## src/design/srtf_pkg.sv

```systemverilog
// ----------------------------------------------------------------------------
// srtf_pkg
// Shared constants and action codes of the shortest-remaining-time scheduler.
// ----------------------------------------------------------------------------
package srtf_pkg;

	// default sizing of the job table and the time base
	localparam int MAX_JOBS_DEF  = 16;
	localparam int TIME_BITS_DEF = 16;

	// fixed widths of the channel fields
	localparam int ACTION_W   = 2;
	localparam int IN_TIME_W  = 16;
	localparam int OUT_TIME_W = 16;
	localparam int JOB_ID_W   = 5;

	// action codes of a command item
	localparam logic [ACTION_W-1:0] ACT_LOAD  = 2'd0;
	localparam logic [ACTION_W-1:0] ACT_TICK  = 2'd1;
	localparam logic [ACTION_W-1:0] ACT_CLEAR = 2'd2;

endpackage

```

## src/design/srtf_cmd_if.sv

```systemverilog
// ----------------------------------------------------------------------------
// srtf_cmd_if
// Command channel: one item loads a job, ticks time or clears the table.
// ----------------------------------------------------------------------------
interface srtf_cmd_if;

	logic                             valid;
	logic                             ready;
	logic [srtf_pkg::ACTION_W-1:0]    action;
	logic [srtf_pkg::IN_TIME_W-1:0]   arrive_at;
	logic [srtf_pkg::IN_TIME_W-1:0]   work_len;

	modport source (
		output valid,
		output action,
		output arrive_at,
		output work_len,
		input  ready
	);

	modport sink (
		input  valid,
		input  action,
		input  arrive_at,
		input  work_len,
		output ready
	);

endinterface

```

## src/design/srtf_rsp_if.sv

```systemverilog
// ----------------------------------------------------------------------------
// srtf_rsp_if
// Result channel: one item per command item.
// ----------------------------------------------------------------------------
interface srtf_rsp_if;

	logic                             valid;
	logic                             ready;
	logic                             load_refused;
	logic                             ran_job;
	logic [srtf_pkg::JOB_ID_W-1:0]    job_id;
	logic                             job_finished;
	logic [srtf_pkg::OUT_TIME_W-1:0]  turnaround;
	logic [srtf_pkg::OUT_TIME_W-1:0]  waiting;
	logic [srtf_pkg::OUT_TIME_W-1:0]  time_now;
	logic                             all_done;

	modport source (
		output valid,
		output load_refused,
		output ran_job,
		output job_id,
		output job_finished,
		output turnaround,
		output waiting,
		output time_now,
		output all_done,
		input  ready
	);

	modport sink (
		input  valid,
		input  load_refused,
		input  ran_job,
		input  job_id,
		input  job_finished,
		input  turnaround,
		input  waiting,
		input  time_now,
		input  all_done,
		output ready
	);

endinterface

```

## src/design/srtf_ram.sv

```systemverilog
// ----------------------------------------------------------------------------
// srtf_ram
// Generic single-write, single-read RAM with registered read data.
// ----------------------------------------------------------------------------
module srtf_ram #(
	parameter int WIDTH = 8,
	parameter int DEPTH = 16
) (
	input  logic                     clk,
	input  logic                     we,
	input  logic [$clog2(DEPTH)-1:0] waddr,
	input  logic [WIDTH-1:0]         wdata,
	input  logic [$clog2(DEPTH)-1:0] raddr,
	output logic [WIDTH-1:0]         rdata
);

	logic [WIDTH-1:0] mem [DEPTH];

	// write, then register the read word
	always_ff @(posedge clk) begin
		if (we) begin
			mem[waddr] <= wdata;
		end
		rdata <= mem[raddr];
	end

endmodule

```

## src/design/srtf_sel.sv

```systemverilog
// ----------------------------------------------------------------------------
// srtf_sel
// Running selector: compares one table entry per cycle against the best so far.
// ----------------------------------------------------------------------------
module srtf_sel #(
	parameter int IDX_W     = 4,
	parameter int TIME_BITS = 16
) (
	input  logic                 clk,
	input  logic                 arst_n,
	input  logic                 clr,
	input  logic                 vld,
	input  logic [IDX_W-1:0]     idx,
	input  logic [TIME_BITS-1:0] arr,
	input  logic [TIME_BITS-1:0] bur,
	input  logic [TIME_BITS-1:0] rem,
	input  logic [TIME_BITS-1:0] time_now,
	output logic                 found,
	output logic [IDX_W-1:0]     best_idx,
	output logic [TIME_BITS-1:0] best_arr,
	output logic [TIME_BITS-1:0] best_bur,
	output logic [TIME_BITS-1:0] best_rem
);

	logic                 found_q;
	logic [IDX_W-1:0]     best_idx_q;
	logic [TIME_BITS-1:0] best_arr_q;
	logic [TIME_BITS-1:0] best_bur_q;
	logic [TIME_BITS-1:0] best_rem_q;
	logic                 eligible;
	logic                 take;

	// eligible: arrived, work left; ties go to earlier arrival, then earlier load
	assign eligible = (rem != '0) && (arr <= time_now);
	assign take     = vld && eligible &&
	                  (!found_q || (rem < best_rem_q) ||
	                   ((rem == best_rem_q) && (arr < best_arr_q)));

	// hold the best candidate, restart on clear
	always_ff @(posedge clk or negedge arst_n) begin
		if (!arst_n) begin
			found_q    <= 1'b0;
			best_idx_q <= '0;
			best_arr_q <= '0;
			best_bur_q <= '0;
			best_rem_q <= '0;
		end else if (clr) begin
			found_q <= 1'b0;
		end else if (take) begin
			found_q    <= 1'b1;
			best_idx_q <= idx;
			best_arr_q <= arr;
			best_bur_q <= bur;
			best_rem_q <= rem;
		end
	end

	assign found    = found_q;
	assign best_idx = best_idx_q;
	assign best_arr = best_arr_q;
	assign best_bur = best_bur_q;
	assign best_rem = best_rem_q;

	// a candidate is only dropped by a clear
	a_found_holds: assert property (@(posedge clk) disable iff (!arst_n)
		found_q && !clr |=> found_q)
		else $error("selector lost its candidate without a clear");

	// a chosen job always has work left
	a_best_has_work: assert property (@(posedge clk) disable iff (!arst_n)
		found_q |-> (best_rem_q != '0))
		else $error("selector holds a job with no work left");

	// a clear drops any candidate
	a_clear_drops: assert property (@(posedge clk) disable iff (!arst_n)
		clr |=> !found_q)
		else $error("selector kept a candidate across a clear");

endmodule

```

## src/design/srtf_scheduler.sv

```systemverilog
// ----------------------------------------------------------------------------
// srtf_scheduler
// Shortest-remaining-time-first scheduler over a job table held in one RAM.
// ----------------------------------------------------------------------------
//
//  channel | dir | handshake    | payload
//  --------+-----+--------------+------------------------------------------
//  cmd     | in  | valid/ready  | action, arrive_at, work_len
//  rsp     | out | valid/ready  | load_refused, ran_job, job_id, job_finished,
//          |     |              | turnaround, waiting, time_now, all_done
//
//  Load, clear, unused actions and a tick on an empty table go straight to emit.
//  A tick on a filled table scans the table: the job RAM has one read
//  port, so the scan reads one entry per cycle, then the read drains, the
//  chosen job is written back and the output register is loaded.
//  One item is in work at a time; a result waits in the output register while
//  the next item is taken, and the block stalls only when that register is full.
//  Reset clears counters and time; the job RAM needs no clearing pass.
//
module srtf_scheduler #(
	parameter int MAX_JOBS  = srtf_pkg::MAX_JOBS_DEF,
	parameter int TIME_BITS = srtf_pkg::TIME_BITS_DEF
) (
	input  logic        clk,
	input  logic        arst_n,
	srtf_cmd_if.sink    cmd,
	srtf_rsp_if.source  rsp
);

	localparam int IDX_W   = $clog2(MAX_JOBS);
	localparam int CNT_W   = $clog2(MAX_JOBS + 1);
	localparam int ENTRY_W = 3 * TIME_BITS;
	localparam int ID_W    = srtf_pkg::JOB_ID_W;
	localparam int OUT_W   = srtf_pkg::OUT_TIME_W;
	localparam logic [CNT_W-1:0] FULL_COUNT = CNT_W'(MAX_JOBS);

	typedef enum logic [1:0] {ST_IDLE, ST_SCAN, ST_UPDATE, ST_EMIT} state_t;

	typedef struct packed {
		logic             load_refused;
		logic             ran_job;
		logic [ID_W-1:0]  job_id;
		logic             job_finished;
		logic [OUT_W-1:0] turnaround;
		logic [OUT_W-1:0] waiting;
	} item_res_t;

	state_t               state_q;
	logic [CNT_W-1:0]     count_q;
	logic [CNT_W-1:0]     active_q;
	logic [TIME_BITS-1:0] time_q;
	logic [CNT_W-1:0]     scan_idx_q;
	logic                 rd_vld_s1;
	logic [IDX_W-1:0]     scan_idx_s1;
	item_res_t            res_q;
	item_res_t            out_q;
	logic [OUT_W-1:0]     out_time_q;
	logic                 out_done_q;
	logic                 out_valid_q;

	logic                 cmd_take;
	logic                 emit_now;
	logic                 table_full;
	logic                 scan_issue;
	logic [31:0]          arr_in32;
	logic [31:0]          bur_in32;
	logic [TIME_BITS-1:0] arr_in;
	logic [TIME_BITS-1:0] bur_in;
	item_res_t            ld_res;
	item_res_t            upd_res;

	logic                 wr_en;
	logic                 load_wr;
	logic                 upd_wr;
	logic [IDX_W-1:0]     wr_addr;
	logic [ENTRY_W-1:0]   wr_data;
	logic [ENTRY_W-1:0]   rd_data;

	logic                 sel_found;
	logic [IDX_W-1:0]     sel_idx;
	logic [TIME_BITS-1:0] sel_arr;
	logic [TIME_BITS-1:0] sel_bur;
	logic [TIME_BITS-1:0] sel_rem;

	logic [TIME_BITS-1:0] time_inc;
	logic [TIME_BITS-1:0] upd_rem;
	logic [TIME_BITS-1:0] upd_tat;
	logic [TIME_BITS-1:0] upd_wt;
	logic [31:0]          ld_id32;
	logic [31:0]          upd_id32;
	logic [31:0]          time32;
	logic [31:0]          tat32;
	logic [31:0]          wt32;

	// take a command only between items
	assign cmd.ready = (state_q == ST_IDLE);
	assign cmd_take  = cmd.valid && cmd.ready;

	// load the output register once it is empty or being drained
	assign emit_now = (state_q == ST_EMIT) && (!out_valid_q || rsp.ready);

	// fit the input times to the internal time base
	assign arr_in32 = 32'(cmd.arrive_at);
	assign bur_in32 = 32'(cmd.work_len);
	assign arr_in   = arr_in32[TIME_BITS-1:0];
	assign bur_in   = bur_in32[TIME_BITS-1:0];

	assign table_full = (count_q >= FULL_COUNT);
	assign scan_issue = (state_q == ST_SCAN) && (scan_idx_q < count_q);

	// update arithmetic for the chosen job
	assign time_inc = time_q + TIME_BITS'(1);
	assign upd_rem  = sel_rem - TIME_BITS'(1);
	assign upd_tat  = time_inc - sel_arr;
	assign upd_wt   = upd_tat - sel_bur;
	assign ld_id32  = 32'(count_q) + 32'd1;
	assign upd_id32 = 32'(sel_idx) + 32'd1;
	assign time32   = 32'(time_q);
	assign tat32    = 32'(upd_tat);
	assign wt32     = 32'(upd_wt);

	// result fields of a command that finishes at accept
	always_comb begin
		ld_res = '0;
		if (cmd.action == srtf_pkg::ACT_LOAD) begin
			if (table_full) begin
				ld_res.load_refused = 1'b1;
			end else begin
				ld_res.job_id = ld_id32[ID_W-1:0];
			end
		end
	end

	// result fields of a tick after the scan
	always_comb begin
		upd_res = '0;
		if (sel_found) begin
			upd_res.ran_job = 1'b1;
			upd_res.job_id  = upd_id32[ID_W-1:0];
			if (upd_rem == '0) begin
				upd_res.job_finished = 1'b1;
				upd_res.turnaround   = tat32[OUT_W-1:0];
				upd_res.waiting      = wt32[OUT_W-1:0];
			end
		end
	end

	// write port: append on load, write back remaining work after a tick
	assign load_wr = cmd_take && (cmd.action == srtf_pkg::ACT_LOAD) && !table_full;
	assign upd_wr  = (state_q == ST_UPDATE) && sel_found;
	assign wr_en   = load_wr || upd_wr;
	assign wr_addr = upd_wr ? sel_idx : count_q[IDX_W-1:0];
	assign wr_data = upd_wr ? {sel_arr, sel_bur, upd_rem} : {arr_in, bur_in, bur_in};

	srtf_ram #(
		.WIDTH (ENTRY_W),
		.DEPTH (MAX_JOBS)
	) u_job_ram (
		.clk   (clk),
		.we    (wr_en),
		.waddr (wr_addr),
		.wdata (wr_data),
		.raddr (scan_idx_q[IDX_W-1:0]),
		.rdata (rd_data)
	);

	srtf_sel #(
		.IDX_W     (IDX_W),
		.TIME_BITS (TIME_BITS)
	) u_sel (
		.clk      (clk),
		.arst_n   (arst_n),
		.clr      (cmd_take),
		.vld      (rd_vld_s1),
		.idx      (scan_idx_s1),
		.arr      (rd_data[3*TIME_BITS-1:2*TIME_BITS]),
		.bur      (rd_data[2*TIME_BITS-1:TIME_BITS]),
		.rem      (rd_data[TIME_BITS-1:0]),
		.time_now (time_q),
		.found    (sel_found),
		.best_idx (sel_idx),
		.best_arr (sel_arr),
		.best_bur (sel_bur),
		.best_rem (sel_rem)
	);

	// index of the word now on the RAM read port
	always_ff @(posedge clk or negedge arst_n) begin
		if (!arst_n) begin
			scan_idx_s1 <= '0;
		end else begin
			scan_idx_s1 <= scan_idx_q[IDX_W-1:0];
		end
	end

	// sequencer: decode, scan, write back, emit
	always_ff @(posedge clk or negedge arst_n) begin
		if (!arst_n) begin
			state_q     <= ST_IDLE;
			count_q     <= '0;
			active_q    <= '0;
			time_q      <= '0;
			scan_idx_q  <= '0;
			rd_vld_s1   <= 1'b0;
			res_q       <= '0;
			out_q       <= '0;
			out_time_q  <= '0;
			out_done_q  <= 1'b0;
			out_valid_q <= 1'b0;
		end else begin
			rd_vld_s1 <= scan_issue;
			if (emit_now) begin
				out_valid_q <= 1'b1;
			end else if (rsp.valid && rsp.ready) begin
				out_valid_q <= 1'b0;
			end
			case (state_q)
				ST_IDLE: begin
					if (cmd_take) begin
						res_q <= ld_res;
						case (cmd.action)
							srtf_pkg::ACT_LOAD: begin
								state_q <= ST_EMIT;
								if (!table_full) begin
									count_q <= count_q + CNT_W'(1);
									if (bur_in != '0) begin
										active_q <= active_q + CNT_W'(1);
									end
								end
							end
							srtf_pkg::ACT_TICK: begin
								if (count_q == '0) begin
									time_q  <= time_inc;
									state_q <= ST_EMIT;
								end else begin
									scan_idx_q <= '0;
									state_q    <= ST_SCAN;
								end
							end
							srtf_pkg::ACT_CLEAR: begin
								count_q  <= '0;
								active_q <= '0;
								time_q   <= '0;
								state_q  <= ST_EMIT;
							end
							default: begin
								state_q <= ST_EMIT;
							end
						endcase
					end
				end
				ST_SCAN: begin
					if (scan_issue) begin
						scan_idx_q <= scan_idx_q + CNT_W'(1);
					end else if (!rd_vld_s1) begin
						state_q <= ST_UPDATE;
					end
				end
				ST_UPDATE: begin
					time_q  <= time_inc;
					res_q   <= upd_res;
					state_q <= ST_EMIT;
					if (sel_found && (upd_rem == '0)) begin
						active_q <= active_q - CNT_W'(1);
					end
				end
				ST_EMIT: begin
					if (emit_now) begin
						out_q      <= res_q;
						out_time_q <= time32[OUT_W-1:0];
						out_done_q <= (active_q == '0);
						state_q    <= ST_IDLE;
					end
				end
				default: begin
					state_q <= ST_IDLE;
				end
			endcase
		end
	end

	// drive the result channel from the output register
	assign rsp.valid        = out_valid_q;
	assign rsp.load_refused = out_q.load_refused;
	assign rsp.ran_job      = out_q.ran_job;
	assign rsp.job_id       = out_q.job_id;
	assign rsp.job_finished = out_q.job_finished;
	assign rsp.turnaround   = out_q.turnaround;
	assign rsp.waiting      = out_q.waiting;
	assign rsp.time_now     = out_time_q;
	assign rsp.all_done     = out_done_q;

	a_count_bound: assert property (@(posedge clk) disable iff (!arst_n)
		count_q <= FULL_COUNT)
		else $error("job count beyond table depth");

	a_active_bound: assert property (@(posedge clk) disable iff (!arst_n)
		active_q <= count_q)
		else $error("more unfinished jobs than loaded jobs");

	a_no_write_in_scan: assert property (@(posedge clk) disable iff (!arst_n)
		(state_q == ST_SCAN) |-> !wr_en)
		else $error("job RAM written during a scan");

endmodule

```

## src/flat_wrapper.sv

```systemverilog
// flat-port wrapper written by rule: the top's interface ports become plain ports
module srtf_scheduler_flat 
#(
	parameter int MAX_JOBS  = srtf_pkg::MAX_JOBS_DEF,
	parameter int TIME_BITS = srtf_pkg::TIME_BITS_DEF
)
  (clk, arst_n, cmd_valid, cmd_action, cmd_arrive_at, cmd_work_len, cmd_ready, rsp_valid, rsp_load_refused, rsp_ran_job, rsp_job_id, rsp_job_finished, rsp_turnaround, rsp_waiting, rsp_time_now, rsp_all_done, rsp_ready);
  srtf_cmd_if cmd_i ();
  srtf_rsp_if rsp_i ();
  input  logic clk;
  input  logic arst_n;
  input wire logic [$bits(cmd_i.valid)-1:0] cmd_valid;
  input wire logic [$bits(cmd_i.action)-1:0] cmd_action;
  input wire logic [$bits(cmd_i.arrive_at)-1:0] cmd_arrive_at;
  input wire logic [$bits(cmd_i.work_len)-1:0] cmd_work_len;
  output wire logic [$bits(cmd_i.ready)-1:0] cmd_ready;
  output wire logic [$bits(rsp_i.valid)-1:0] rsp_valid;
  output wire logic [$bits(rsp_i.load_refused)-1:0] rsp_load_refused;
  output wire logic [$bits(rsp_i.ran_job)-1:0] rsp_ran_job;
  output wire logic [$bits(rsp_i.job_id)-1:0] rsp_job_id;
  output wire logic [$bits(rsp_i.job_finished)-1:0] rsp_job_finished;
  output wire logic [$bits(rsp_i.turnaround)-1:0] rsp_turnaround;
  output wire logic [$bits(rsp_i.waiting)-1:0] rsp_waiting;
  output wire logic [$bits(rsp_i.time_now)-1:0] rsp_time_now;
  output wire logic [$bits(rsp_i.all_done)-1:0] rsp_all_done;
  input wire logic [$bits(rsp_i.ready)-1:0] rsp_ready;
  assign cmd_i.valid = cmd_valid;
  assign cmd_i.action = cmd_action;
  assign cmd_i.arrive_at = cmd_arrive_at;
  assign cmd_i.work_len = cmd_work_len;
  assign cmd_ready = cmd_i.ready;
  assign rsp_valid = rsp_i.valid;
  assign rsp_load_refused = rsp_i.load_refused;
  assign rsp_ran_job = rsp_i.ran_job;
  assign rsp_job_id = rsp_i.job_id;
  assign rsp_job_finished = rsp_i.job_finished;
  assign rsp_turnaround = rsp_i.turnaround;
  assign rsp_waiting = rsp_i.waiting;
  assign rsp_time_now = rsp_i.time_now;
  assign rsp_all_done = rsp_i.all_done;
  assign rsp_i.ready = rsp_ready;
  srtf_scheduler #(.MAX_JOBS(MAX_JOBS), .TIME_BITS(TIME_BITS)) u_core (.clk(clk), .arst_n(arst_n), .cmd(cmd_i), .rsp(rsp_i));
endmodule
```

## config.mk

```make
export PLATFORM = sky130hd
export DESIGN_NAME = srtf_scheduler_flat
export DESIGN_NICKNAME = d
export VERILOG_FILES = /design/src/design/srtf_pkg.sv /design/src/design/srtf_cmd_if.sv /design/src/design/srtf_rsp_if.sv /design/src/design/srtf_ram.sv /design/src/design/srtf_sel.sv /design/src/design/srtf_scheduler.sv /design/src/flat_wrapper.sv
export SDC_FILE = /design/constraint.sdc
export NUM_CORES = 1
export LEC_CHECK = 0
export BUFFER_PORTS_ARGS = -buffer_cell sky130_fd_sc_hd__clkbuf_2
export CAP_MARGIN = 20
export CORE_MARGIN = 5
export CORE_UTILIZATION = 62
export CTS_CLUSTER_SIZE = 16
export DETAILED_ROUTE_END_ITERATION = 12
export PLACE_DENSITY = 0.79
export SLEW_MARGIN = 10
export SYNTH_ARGS = -nofsm -noshare
export SYNTH_HDL_FRONTEND = slang
export SYNTH_SLANG_ARGS = --single-unit
```

## constraint.sdc

```tcl
create_clock -name clk -period 5.4 [get_ports clk]
set_input_delay 0 -clock clk [delete_from_list [all_inputs] [get_ports clk]]
set_output_delay 0 -clock clk [all_outputs]
set_load 0.05 [all_outputs]
```

Yosys cells after proc, flatten, opt, wreduce, memory -nomap -nowiden
Memory sizes are Yosys's and may differ from the RTL's. A register that Yosys moved wholly into a read port is not among the register bits. Index checks and enable logic that the tools add are counted.

Register bits after elaboration: 189. Latch bits: 0. Bits in writable memories: 768. ROM bits: 0. Output and inout bits: 59. Word-level logic and storage cells: 143. Memories kept: 1.

Add/subtract/negate cells: 10. Multipliers: 0. Div/mod/pow operators: 0. Order comparisons: 5. Equality and inequality tests: 20. Shifts and indexed selects: 0. Multiplexer cells: 40. Bitwise operators: 1. Reduce and logical (&&, ||, !) cells: 39.

Memories: u_core.u_job_ram.mem (words 16, bits a word 48, read ports 1, clocked after memory_dff 1, write ports 1, RTL line srtf_ram.sv:17) `logic [WIDTH-1:0] mem [DEPTH];`.

Operators by type and width (count): $pmux W40 S2 (1); $pmux W16 S2 (2); $mux W5 (11); $mux W48 (1); $mux W40 (1); $pmux W5 S2 (4); $mux W39 (1); $mux W33 (1); $lt A16 B16 Y1 (2); $mux W16 (2); $reduce_bool A16 Y1 (2); $sub A16 B16 Y16 (2); $add A5 B1 Y5 const B (4); $add A16 B1 Y16 const B (1); $eq A16 B16 Y1 (1); $le A16 B16 Y1 (1); $logic_not A16 Y1 (1); $sub A16 B1 Y16 const B (1); $ne A3 B3 Y1 const B (5); $ne A2 B2 Y1 const B (7); $logic_and A1 B1 Y1 (12); $mux W2 (6); $reduce_and A4 Y1 (3); $logic_not A5 Y1 (2); 18 further kinds (41).

Depth between registers and ports, before layout
Gate-level depths: netlist of the first run.

Word-level depth: 7. Gate-level depth with buffers: 22. Depth with buffers taken out: 22.

By module
Synthesis of the first run repeated with hierarchy kept, for this count alone.

Cells, all modules: 2425. Area total of the unflattened synthesis: 41275.8 sq um.

Modules (own cells, without submodules): srtf_ram (times used 1, cells each 1242, area an instance 29691.0 sq um, sequential area each 24023.0 sq um); srtf_scheduler (times used 1, cells each 899, area an instance 8381.8 sq um, sequential area each 3403.3 sq um); srtf_sel (times used 1, cells each 284, area an instance 3203.1 sq um, sequential area each 1326.3 sq um).

Least setup slack after synthesis of the first run
OpenSTA, ideal clock, no wires.

Kind: register to register. Start point: register u_core.state_q[0]. End point: memory u_core.u_job_ram.mem[2][0] in the netlist's numbering (enable). Library setup time: 0.454 ns. Data arrival time: 3.977 ns. Required time: 4.946 ns. Slack: 0.969 ns. Cell stages (with the launch flop): 8. Path through: dfrtp_1 inv_1 ha_1 nand2_1 or3_1 nor2_1 a31oi_1 nor2_1.

Longest elaborated chain between the ends: 7.

RTL lines: start: declaration (RTL line srtf_scheduler.sv:48) `state_t state_q;`; start signal: assignment (RTL line srtf_scheduler.sv:199) `state_q <= ST_IDLE;`; start signal: assignment (RTL line srtf_scheduler.sv:223) `state_q <= ST_EMIT;`; start signal: assignment (RTL line srtf_scheduler.sv:234) `state_q <= ST_EMIT;`; $logic_not A2 Y1 (RTL line srtf_scheduler.sv:96) `assign cmd.ready = (state_q == ST_IDLE);`; via cmd_ready (RTL line flat_wrapper.sv:16) `output wire logic [$bits(cmd_i.ready)-1:0] cmd_ready;`; $logic_and A1 B1 Y1 (RTL line srtf_scheduler.sv:97) `assign cmd_take = cmd.valid && cmd.ready;`; $logic_and A1 B1 Y1 (2 in series) (RTL line srtf_scheduler.sv:149) `assign load_wr = cmd_take && (cmd.action == srtf_pkg::ACT_LOAD) && !table_full;`; $logic_or A1 B1 Y1 (RTL line srtf_scheduler.sv:151) `assign wr_en = load_wr || upd_wr;`; $mux W1 (RTL line srtf_ram.sv:21) `if (we) begin`; $mux W1 (not written as such) (RTL line srtf_ram.sv:22) `mem[waddr] <= wdata;`; end: declaration (RTL line srtf_ram.sv:17).

The timed path passes the listed nets, and every way through them passes these cells.

Worst setup path after layout of the first run
Start point: register u_core.time_q[2]. End point: register u_core.res_q[15] in the netlist's numbering.

Longest elaborated chain between the ends: 6.

RTL lines: start: declaration (RTL line srtf_scheduler.sv:51) `logic [TIME_BITS-1:0] time_q;`; start signal: assignment (RTL line srtf_scheduler.sv:233) `time_q <= time_inc;`; start signal: assignment (RTL line srtf_scheduler.sv:260) `time_q <= time_inc;`; $add A16 B1 Y16 (RTL line srtf_scheduler.sv:112) `assign time_inc = time_q + TIME_BITS'(1);`; $sub A16 B16 Y16 (RTL line srtf_scheduler.sv:114) `assign upd_tat = time_inc - sel_arr;`; $sub A16 B16 Y16 (RTL line srtf_scheduler.sv:115) `assign upd_wt = upd_tat - sel_bur;`; $mux W33 (RTL line srtf_scheduler.sv:140) `if (upd_rem == '0) begin`; $mux W39 (RTL line srtf_scheduler.sv:137) `if (sel_found) begin`; $pmux W40 S2 (RTL line srtf_scheduler.sv:217) `case (state_q)`; end signal: assignment (RTL line srtf_scheduler.sv:220) `res_q <= ld_res;`; end signal: assignment (RTL line srtf_scheduler.sv:261) `res_q <= upd_res;`; end: declaration (RTL line srtf_scheduler.sv:55) `item_res_t res_q;`.

Every way passes these cells. A chain may end at the register's enable or synchronous reset.

==> results of run 1 <==
layer usage:
metal / GRT usage [%] / vias up
li1: - / 9529
met1: 42.1 / 11800
met2: 45.1 / 1288
met3: 4.54 / 171
met4: 9.39 / 0
met5: 0 / -
cell families after synthesis:
logic type      synth area share (%)
simple gates                    3.78
buf+inv                         1.83
mux                             15.7
fa+ha+maj                       3.08
xor+xnor                        1.27
flops                           69.9
compound gates                  4.35
worst max-delay path: stages (launching register included):
cell and delay, ps:
dfrtp_1 450, and3_1 220, and3_1 220, and2_1 160, nand2_1 70, xnor2_1 140
ha_1 230, nor3_1 140, nand4_1 160, a31oi_1 270, inv_1 60, a21oi_1 190
xnor2_1 170, ha_1 330, nand2_1 90, nor2_1 50, a211o_1 310, a21o_1 200
a221o_1 380, a21o_1 190, a21oi_1 160, xor3_1 220, o21ai_0 160
power breakdown:
| part | switching, mW | leakage, nW | internal [mW] |
|---|---|---|---|
| clock network | 2.84 | 1.54 | 3.86 |
| registers | 0.694 | 9.81 | 9.35 |
| logic | 4.50 | 5.20 | 3.25 |
path summary, 6_finish.rpt:
kind	startpoint	endpoint	slack [ps]	cells after the start
worst min-delay path	cmd_work_len[3]	u_core.u_job_ram.mem[0][3]	30	4
worst max register to register	u_core.time_q[2]	u_core.res_q[15]	730	22
min in group asynchronous	arst_n	u_core.rsp.job_id[0]	470	4
worst max-delay path	u_core.time_q[2]	u_core.res_q[15]	730	22
max in group asynchronous	arst_n	u_core.u_sel.best_arr[3]	4050	4
worst min register to register	u_core.u_job_ram.rdata[29]	u_core.u_sel.best_bur[13]	470	1
area by class of cell:
cell class	count	area (um2)	area share [%]
flip-flops and latches	1005	28800	61.8
inverters	93	349	0.750
clock inverters	47	470	1.01
clock buffers	134	2680	5.75
well taps	864	1080	2.32
repair buffers	202	1500	3.22
multi-input cells	1114	11700	25.2
metrics by stage:
stage	setup slack, ps	area [um2]
detailed placement	812	43200
global route	472	46600
floorplan	969	41100
global placement	895	43100
finish	729	46600
CTS	789	46600
timing repair:
item	CTS	global route
setup buffers	0	0
hold buffers	24	0
endpoints found under the setup margin	0	0
endpoints found under the hold margin	314	0
cells in the final DEF (no fill, tap or decap), types with 13 or more instances in the layout:
cell	instances
a21o_1	26
a21oi_1	50
a22o_1	18
a31oi_1	13
buf_4	63
clkbuf_1	28
clkbuf_16	99
clkbuf_2	96
clkinv_1	15
clkinv_2	18
dfrtp_1	185
dfxtp_1	48
dlygate4sd3_1	23
edfxtp_1	768
ha_1	98
inv_1	92
mux2_2	93
mux4_2	240
nand2_1	134
nand3_1	19
nand4_1	20
nor2_1	39
nor2_4	17
nor3_1	21
nor4_1	14
o21ai_0	129
xnor2_1	42
xor2_1	13
==> impl_metrics.ini, run 1 <==
[run_status]
status = complete, no violations

[logic_synthesis]
postSynthCellCount = 2314
yosys.cell_types.count = 68
syn_area_um2 = 41100
synth_flop_cell = edfxtp_1
synth_top_area_share_pct = 56.1
ys_seq_area_share_pct = 69.9
avgSynthCellArea_um2 = 17.8
syn_nets = 2452
ys_top_cells_by_area = edfxtp_1 (56%), mux4_2 (13%), dfrtp_1 (12%)
synth_edf_count = 768
ys_top_cells_by_count = edfxtp_1 (768), mux4_2 (240), dfrtp_1 (189)
synth_most_common_cell = edfxtp_1
synthArstFlopShare_pct = 18.8
yosysWarnings = 0
netlist.top_cell.by_area = edfxtp_1
ys_seq_elements = 1005

[cells_and_area]
instances_no_fill = 3459
largest_reg_flops = 768
antenna_cells = 0
syn2layout_area_growth_pct = 13.3
final_core_util_pct = 70.8
nFillCells = 3923
final_nets = 2650
reg_top3 = u_core.u_job_ram.mem (768), u_core.u_job_ram.rdata (48), u_core.res_q (40)
top_register = u_core.u_job_ram.mem
drive_above_1_share_pct = 26.3

[hold_path]
worst_hold_path_type = in -> reg

[global_route]
grt_use_total_pct = 28.6
grt_pass1_wl_um = 150000
grt_max_degree = 149
grt_overflow_total = 0
antenna_found_initial = 0
grt_pass1_vias = 23100

[routing]
top_layer = met4
detail_route.wl_per_cell_um = 29.2
totalWireLength_um = 101000
wl_met1_um = 39800
drtIter0Drc = 3063
dr_wl_met2_um = 48500
final_antenna_net_count = 0
wl_met3_um = 9170
viasPerCell = 6.60
vias = 22800
dr.pass1.iters = 6
drc = 0

[clocking]
cts_htree_levels = 3
clk_pin_slew_worst_paths_ps = 60
root_buffer = clkbuf_16
cts_tree = yes
cts_buffers = 96
cts-resized-gates = 0
clkLatencyLatePin_ps = 660
clock_path_buffers = 3
clkSinkCount = 1005

[run]
cap_violations = 0

[floorplanning]
core-area_um2 = 65700
fp-row-count = 94
die-area_um2 = 71600
die_w_um = 268
ios = 97
initial_core_util_pct = 62.5
die_y_um = 268

[timing]
slew_viol_final = 0
rsz0062_at_grt = false
post-route-min-period_ps = 4670
tns_ps = 0
worst_pin_slew_ps = 1090
finalSetupViolations = 0
finalHoldViolCount = 0
whs_ps = 29.0
finalClockSkew_ps = 34.0
fmax_mhz = 214
slew_headroom_pct = 26.7
period_share_pct = 86.5

[pwr]
leakage_nw = 16.6
totalPowerFinal_mw = 24.5
peakVddDrop_v = 0.000424
cellPowerDensity_nw_per_um2 = 526

[placed_design]
portBuffers = 96
dp_cells = 3252
post-dp-hpwl_um = 57300
place_congestion = 0.889

[setup_path]
cp_max_fo = 7
cp.arrival_ps = 5230
crit_path_end_kind = register
cp-start-kind = register
crit_type = reg -> reg
cp.required_ps = 5960
No activity file was read; power rests on OpenSTA's default activity.
==> inputs of run 2 (changes only) <==
--- a/config.mk
+++ b/config.mk
@@ -7,7 +7,7 @@
 export LEC_CHECK = 0
 export BUFFER_PORTS_ARGS = -buffer_cell sky130_fd_sc_hd__clkbuf_2
 export CAP_MARGIN = 20
-export CORE_MARGIN = 5
+export CORE_MARGIN = 2
 export CORE_UTILIZATION = 62
 export CTS_CLUSTER_SIZE = 16
 export DETAILED_ROUTE_END_ITERATION = 12
==> impl_metrics.ini, run 2 (same netlist as run 1, synthesis figures left out) <==
[routing]
final_antenna_net_count = 0
drtIter0Drc = 3023
dr.pass1.iters = 6
viasPerCell = 6.64
drc = 0
totalWireLength_um = 101000
detail_route.wl_per_cell_um = 29.2
vias = 23000

[setup_path]
cp_max_fo = 8
r2r-start = u_core.time_q[0]
ff2ff_setup_slack_ps = 770
crit_type = reg -> reg
cp_cell_sequence = ha_1 > xor2_1 > ha_1 > o21a_1 > o31a_1 > o21ai_0 > and3_1 > o21ai_0 > xor2_1 > ha_1 > nand2_1 > nor2_1 > a211o_1 > a21o_1 > a221o_1 > a21o_1 > a21oi_1 > xor3_1 > o21ai_0
cp.arrival_ps = 5190
cp_slowest_cell = dfrtp_1
crit_family = compound AO/OA/AOI/OAI gates
reg2reg_to = u_core.res_q[15]
worstRegToRegCells = 19
cp-start-kind = register
cp.required_ps = 5960
slowest_delay_ps = 470
cp_num_buf_inv = 0
crit_path_end_kind = register

[pwr]
totalPowerFinal_mw = 24.5
peakVddDrop_v = 0.000396
leakage_nw = 16.5
cellPowerDensity_nw_per_um2 = 527

[placed_design]
place_congestion = 0.931
place_area_um2 = 43100
portBuffers = 96
post-dp-hpwl_um = 55600

[timing]
tns_ps = 0
period_share_pct = 85.7
worst_pin_slew_ps = 1120
post-route-min-period_ps = 4630
slew_headroom_pct = 25.4
whs_ps = 33.7
finalHoldViolCount = 0
rsz0062_at_grt = false
finalSetupViolations = 0
finalClockSkew_ps = 22.5
slew_viol_final = 0
fmax_mhz = 216

[global_route]
grt_use_total_pct = 30.3
grt_max_degree = 142
grt_overflow_total = 0
antenna_found_initial = 1
grt_pass1_vias = 23200
grt_pass1_wl_um = 149000

[cells_and_area]
drive_above_1_share_pct = 26.3
top_register = u_core.u_job_ram.mem
final_nets = 2649
final_core_util_pct = 70.8
layout_common_cells = edfxtp_1 (768), mux4_2 (240), dfrtp_1 (185)
largest_reg_flops = 768
stdcell_area_um2 = 46500
final_common_cell = edfxtp_1
reg_top3 = u_core.u_job_ram.mem (768), u_core.u_job_ram.rdata (48), u_core.res_q (40)
syn2layout_area_growth_pct = 13.2
antenna_cells = 0

[clocking]
clock_path_buffers = 3
cts_htree_levels = 3
clkLatencyLatePin_ps = 640
postCtsHoldBufs = 23
cts_setup_buffers = 0
clkSinkCount = 1005
root_buffer = clkbuf_16
cts-resized-gates = 0
cts_tree = yes
cts_buffers = 97
clk_pin_slew_worst_paths_ps = 60

[floorplanning]
die_y_um = 262
core-area_um2 = 65700
die-area_um2 = 68400
ios = 97
fp-row-count = 94
die_w_um = 262
initial_core_util_pct = 62.5

[run_status]
status = complete, no violations

[hold_path]
min_path_cells = 4
hold_path_end = u_core.u_job_ram.mem[12][35]
hp-start = cmd_arrive_at[3]
worst_hold_path_type = in -> reg

[run]
cap_violations = 0
-- run 2: changes by cell type in the layout (fill, tap and decap cells not counted), moves of 3 or more --
cell | previous run | this run
clkbuf_1 | 28 | 22
clkbuf_8 | 8 | 5
clkinv_2 | 18 | 15
clkinv_1 | 15 | 22
clkinvlp_4 | 2 | 8
-- run 2: worst max-delay path by stage --
| stage | startpoint | to | slack [ps] | cells past startpoint |
|---|---|---|---|---|
| final | u_core.time_q[0] | u_core.res_q[15] | 770 | 19 |
| after global routing | u_core.time_q[2] | u_core.res_q[15] | 320 | 22 |
| after CTS | u_core.time_q[2] | u_core.res_q[15] | 810 | 22 |
| after detailed placement | u_core.time_q[2] | u_core.res_q[15] | 850 | 22 |
| after global placement | u_core.time_q[0] | u_core.res_q[15] | 960 | 20 |
| after floorplan | u_core.state_q[0] | u_core.u_job_ram.mem[2][0] | 970 | 7 |
-- run 2: area by class of cell --
cell class	count	area [um2]
inverters	93	349
clock inverters	55	488
flip-flops and latches	1005	28800
clock buffers	126	2640
multi-input cells	1114	11700
fillers	3845	19200
repair buffers	200	1470
well taps	864	1080
-- run 2: power by group --
group | switching [mW] | total, mW | internal (mW)
Sequential | 0.632 | 9.98 | 9.35
Clock | 2.83 | 6.66 | 3.83
Combinational | 4.62 | 7.89 | 3.27
-- run 2: routing by layer --
metal | global-route usage, % | share of wire (%) | vias to the layer above | routed length [um]
li1 | - | - | 9516 | -
met1 | 42.2 | 39 | 11800 | 39200
met2 | 47.5 | 47 | 1336 | 47900
met3 | 5.14 | 8.8 | 275 | 8900
met4 | 14.5 | 4.8 | 4 | 4880
met5 | 0 | 0.028 | - | 28
-- run 2: worst reg2reg max path, delay by kind of cell (launching register included) --
| kind | cells | cell delay [ps] |
|---|---|---|
| AND/OR/NAND/NOR | 3 | 320 |
| flip-flops | 1 | 470 |
| XOR/XNOR | 3 | 670 |
| adder cells (fa/ha/maj) | 3 | 960 |
| AO/OA/AOI/OAI | 10 | 2110 |
-- run 2: stage by stage --
| stage | worst slack, ps | cells |
|---|---|---|
| 6_report | 774 | 3457 |
| 5_1_grt | 325 | 3457 |
| 4_1_cts | 810 | 3453 |
| 3_5_place_dp | 847 | 3249 |
| 3_3_place_gp | 955 | 3241 |
| 2_1_floorplan | 969 | 2314 |
